$ cat config.mk
export PLATFORM = sky130hd
export DESIGN_NAME = mcpid_out_fifo
export DESIGN_NICKNAME = d
export VERILOG_FILES = /design/src/rtl/mcpid_pkg.sv /design/src/rtl/mcpid_out_fifo.sv
export SDC_FILE = /design/constraint.sdc
export NUM_CORES = 1
export LEC_CHECK = 0
export BUFFER_PORTS_ARGS = -buffer_cell sky130_fd_sc_hd__buf_2
export CELL_PAD_IN_SITES_DETAIL_PLACEMENT = 1
export CELL_PAD_IN_SITES_GLOBAL_PLACEMENT = 2
export CORE_ASPECT_RATIO = 1.25
export CORE_UTILIZATION = 50
export CTS_CLUSTER_SIZE = 8
export DETAILED_ROUTE_END_ITERATION = 16
export GPL_ROUTABILITY_DRIVEN = 0
export MAX_ROUTING_LAYER = met4
export PLACE_DENSITY = 0.86
export SYNTH_ARGS = -nofsm -noshare
export SYNTH_HDL_FRONTEND = slang
export SYNTH_SLANG_ARGS = --single-unit
$ cat constraint.sdc
create_clock -name clock -period 5.5 [get_ports clock]
set_input_delay 0.275 -clock clock [delete_from_list [all_inputs] [get_ports clock]]
set_output_delay 0.275 -clock clock [all_outputs]
set_load 0.01 [all_outputs]
$ cat src/rtl/mcpid_pkg.sv
// shared types and constants for the multi-channel pid motor drive
// used by the output queue and the top level; no dependencies

package mcpid_pkg;

   localparam int NUM_CHANNELS_DEF   = 4;
   localparam int GAIN_FRAC_BITS_DEF = 8;

   localparam int CHAN_W  = 2;
   localparam int SPEED_W = 16;
   localparam int GAIN_W  = 16;
   localparam int LIMIT_W = 15;
   localparam int DUTY_W  = 15;
   localparam int DIR_W   = 2;
   localparam int CSR_W   = 2;

   // results waiting for the consumer, must cover the three pipeline stages
   localparam int OUT_FIFO_DEPTH = 8;

   localparam logic [GAIN_W-1:0]  PROP_GAIN_RST   = 16'd2560;
   localparam logic [GAIN_W-1:0]  INTEG_GAIN_RST  = 16'd768;
   localparam logic [GAIN_W-1:0]  DERIV_GAIN_RST  = 16'd256;
   localparam logic [LIMIT_W-1:0] DRIVE_LIMIT_RST = 15'd999;

   typedef enum logic [DIR_W-1:0] {
      DIR_STOP = 2'd0,
      DIR_FWD  = 2'd1,
      DIR_REV  = 2'd2
   } dir_type;

   typedef enum logic [CSR_W-1:0] {
      CSR_PROP_GAIN   = 2'd0,
      CSR_INTEG_GAIN  = 2'd1,
      CSR_DERIV_GAIN  = 2'd2,
      CSR_DRIVE_LIMIT = 2'd3
   } csr_index_type;

   typedef struct packed {
      logic [CHAN_W-1:0] channel;
      logic [DUTY_W-1:0] duty;
      dir_type           direction;
   } rsp_item_type;

endpackage

$ cat src/rtl/mcpid_out_fifo.sv
// result queue between the pid pipeline and the response channel
// depends on mcpid_pkg for the result item type

module mcpid_out_fifo #(
   parameter int DEPTH = mcpid_pkg::OUT_FIFO_DEPTH
) (
   input  logic                       clock,
   input  logic                       reset,
   input  logic                       push_valid,
   input  mcpid_pkg::rsp_item_type    push_item,
   input  logic                       pop_ready,
   output logic                       pop_valid,
   output mcpid_pkg::rsp_item_type    pop_item,
   output logic [$clog2(DEPTH+1)-1:0] count
);
   import mcpid_pkg::*;

   localparam int PTR_W = (DEPTH > 1) ? $clog2(DEPTH) : 1;
   localparam int CNT_W = $clog2(DEPTH + 1);

   rsp_item_type           entry_ff [DEPTH];
   logic [PTR_W-1:0]       wr_ptr_ff, wr_ptr_in;
   logic [PTR_W-1:0]       rd_ptr_ff, rd_ptr_in;
   logic [CNT_W-1:0]       count_ff, count_in;
   logic                   pop;

   assign pop_valid = (count_ff != '0);
   assign pop_item  = entry_ff[rd_ptr_ff];
   assign count     = count_ff;
   assign pop       = pop_valid && pop_ready;

   always_comb begin
      wr_ptr_in = wr_ptr_ff;
      rd_ptr_in = rd_ptr_ff;
      count_in  = count_ff;
      if (push_valid) begin
         wr_ptr_in = (wr_ptr_ff == PTR_W'(DEPTH - 1)) ? '0 : wr_ptr_ff + 1'b1;
      end
      if (pop) begin
         rd_ptr_in = (rd_ptr_ff == PTR_W'(DEPTH - 1)) ? '0 : rd_ptr_ff + 1'b1;
      end
      if (push_valid && !pop) begin
         count_in = count_ff + 1'b1;
      end else if (pop && !push_valid) begin
         count_in = count_ff - 1'b1;
      end
   end

   always_ff @(posedge clock) begin
      if (reset) begin
         wr_ptr_ff <= '0;
         rd_ptr_ff <= '0;
         count_ff  <= '0;
      end else begin
         wr_ptr_ff <= wr_ptr_in;
         rd_ptr_ff <= rd_ptr_in;
         count_ff  <= count_in;
      end
   end

   always_ff @(posedge clock) begin
      if (push_valid) begin
         entry_ff[wr_ptr_ff] <= push_item;
      end
   end

endmodule

==> out/results.ini <==
[timing]
hold_viol = 0
setup_violations = 0
tightest_slew_ns = 0.743
slew_headroom_pct = 50.4
slew_violations = 0
rsz0062_at_grt = false
tns_ns = 0
timing.fmax_mhz = 368
post-route-period-util_pct = 49.5
clock-skew-final_ns = 0.0109
hold_slack_ns = 0.109
layout_setup_ws_ns = 2.78
fin_crit_ns = 2.72

[clock_tree]
numCtsBuffers = 17
hold_buffers = 0
clockBufferDepth = 2
cts.sinks = 165
cts_resized = 0
cts_root_buf = clkbuf_16
cts_setup_buffers = 0
clk_latency_ns = 0.43
cts_tree = yes
path_clk_slew_ns = 0.06
htreeDepth = 4

[logic_synthesis]
syn_area_per_cell_sq_um = 22.0
synth-compound-area-share_pct = 0.756
synth-seq-cells = 165
yosys.area_share.xor_xnor_pct = 0.271
yosys.area_share.adder_pct = 1.67
synth_edf_count = 152
yosys.area.top_type_share_pct = 70.7
post_synth_num_cell_types = 28
async_flop_share_pct = 0
synth_simple_gate_area_share_pct = 2.44
synth.mux.area_fraction_pct = 18.6
ys_warn_count = 0
yosys.area.top_type = edfxtp_1
synth_cells = 293
synthesis.nets = 324
synthTopCellsByArea = edfxtp_1 71%, mux4_2 10%, mux2_4 4.2%, dfxtp_1 4.0%, mux4_1 3.7%
synth_top_family_by_area = multiplexers
netlist_area_sq_um = 6460
synthFlopType = edfxtp_1
ys_seq_area_share_pct = 74.7

[critical_path]
r2r_start = count[1]$_SDFFE_PP0P_
startpoint_type = flop
crit_fanout = 38
critical_path_required_ns = 5.22
path_class = reg2out
worstSetupEndpointType = output pin
cp.arrival_ns = 2.45

[drt]
routed-wl-met2_um = 6220
drt_iter0_drc = 136
antenna_left = 0
wirelength_um = 12000
dr.pass1.iters = 5
dr_total_vias = 3022
wire_per_inst_um = 22.3
drcViolationCount = 0
via_per_inst = 5.61
top_layer_used = met4
met1_length_um = 5070
wl_met3_um = 542

[power_and_ir_drop]
pwr_density_cell_nw_per_um2 = 420
ir_drop_v = 0.000282
p_leak_nw = 2.56

[die]
dieWidth_um = 104
fp-row-count = 46
die_y_um = 129
initial_utilization_pct = 51.0
dieArea_sq_um = 13400
ios = 47
core_area_sq_um = 12700

[run_status]
status = finished clean

[place]
dp_hpwl_um = 6620
post-place-ws_ns = 2.85
post-place-cells = 506
io_buffers = 46

[run]
max_cap_violations = 0

[finish]
final_nets = 388
area_growth_pct = 16.0
drive_above_1_share_pct = 38.4
final_cells = 539
fillers = 1112

[min_path]
hp-start = push_item[3]
hold_class = in2reg

[grt]
grt_start_max_net_pins = 39
antenna_found_initial = 1
grt_pass1_wl_um = 18300
grt_overflow = 0
grt_pass1_vias = 3197
grt_usage_pct = 20.1

[cell usage after synthesis (all sizes together), types with 2 or more instances]
library cell  instances
nor3                  2
nand2b                3
mux4                 38
nor2                 17
dfxtp                13
ha                    7
mux2                 20
a21oi                 7
clkbuf                3
nand2                 7
mux2i                 2
edfxtp              152
inv                   2
buf                   9
nand3                 2
[area by class of cell]
class	instances	area, sq um	share of cell area, %
Tap cell	168	210	2.81
Antenna cell	1	2.50	0.0334
Multi-Input combinational cell	114	1550	20.7
Clock buffer	23	522	6.96
Inverter	2	7.51	0.100
Clock inverter	9	61.3	0.818
Timing Repair Buffer	57	313	4.17
Sequential cell	165	4830	64.4
[final timing paths]
kind / endpoint / slack, ns / cells after the start
min: entry_ff[1][3]$_DFFE_PP_ / 0.11 / 1
max reg2reg: count[3]$_SDFFE_PP0P_ / 2.85 / 9
min reg2reg: rd_ptr_ff[1]$_SDFFE_PP0P_ / 0.48 / 2
max: pop_item[4] / 2.78 / 4
[power by group]
part           internal (mW)  leakage [nW]  switching, mW
clock network          0.671         0.290          0.464
registers               1.42          1.49         0.0280
logic                  0.298         0.781          0.268
[placed cells by master, fill, tap and decap left out, drive strengths merged, types with 2 or more instances in the layout]
master | netlist | final
edfxtp | 152 | 152
a21oi | 7 | 7
mux4 | 38 | 38
mux2 | 20 | 20
inv | 2 | 5
buf | 9 | 57
clkbuf | 3 | 23
clkinv | 0 | 5
nand2b | 3 | 3
dfxtp | 13 | 13
nor3 | 2 | 2
nand3 | 2 | 2
mux2i | 2 | 2
nand2 | 7 | 7
nor2 | 17 | 17
ha | 7 | 7
[cells by family (layout without fill, tap and decap cells)]
| logic type | count (synthesis) | after routing |
|---|---|---|
| compound gates | 9 | 9 |
| xor+xnor | 2 | 2 |
| fa+ha+maj | 8 | 8 |
| buf+inv | 14 | 91 |
| flops | 165 | 165 |
| mux | 60 | 60 |
| other cells | 0 | 1 |
| simple gates | 35 | 35 |
[registers in the layout, summed over array words and instances (netlist names), named ones only]
| signal | cells |
|---|---|
| entry_ff | 152 |
| wr_ptr_ff | 3 |
| rd_ptr_ff | 3 |
| count | 4 |
[routing by layer]
layer  GRT usage, %  vias up
li1               -     1340
met1           23.9     1585
met2           32.3       77
met3           6.54       20
met4           7.98        0
met5              -        -
[through the flow]
| step | power [mW] | utilization (%) | instance area, sq um |
|---|---|---|---|
| after floorplan | 1.91 | - | 6460 |
| after global placement | 2.03 | 54.6 | 6910 |
| after detailed placement | 2.04 | 54.6 | 6910 |
| after CTS | 3.18 | 59.2 | 7490 |
| after global routing | 3.27 | 59.2 | 7490 |
| final | 3.15 | 59.2 | 7490 |
[critical path, cell delays in order (launching register included)]
cell and delay, ns:
dfxtp_2 0.31, buf_4 0.58, mux4_1 0.68, mux2_4 0.29, buf_2 0.14
Power figures use the tool's default switching activity.
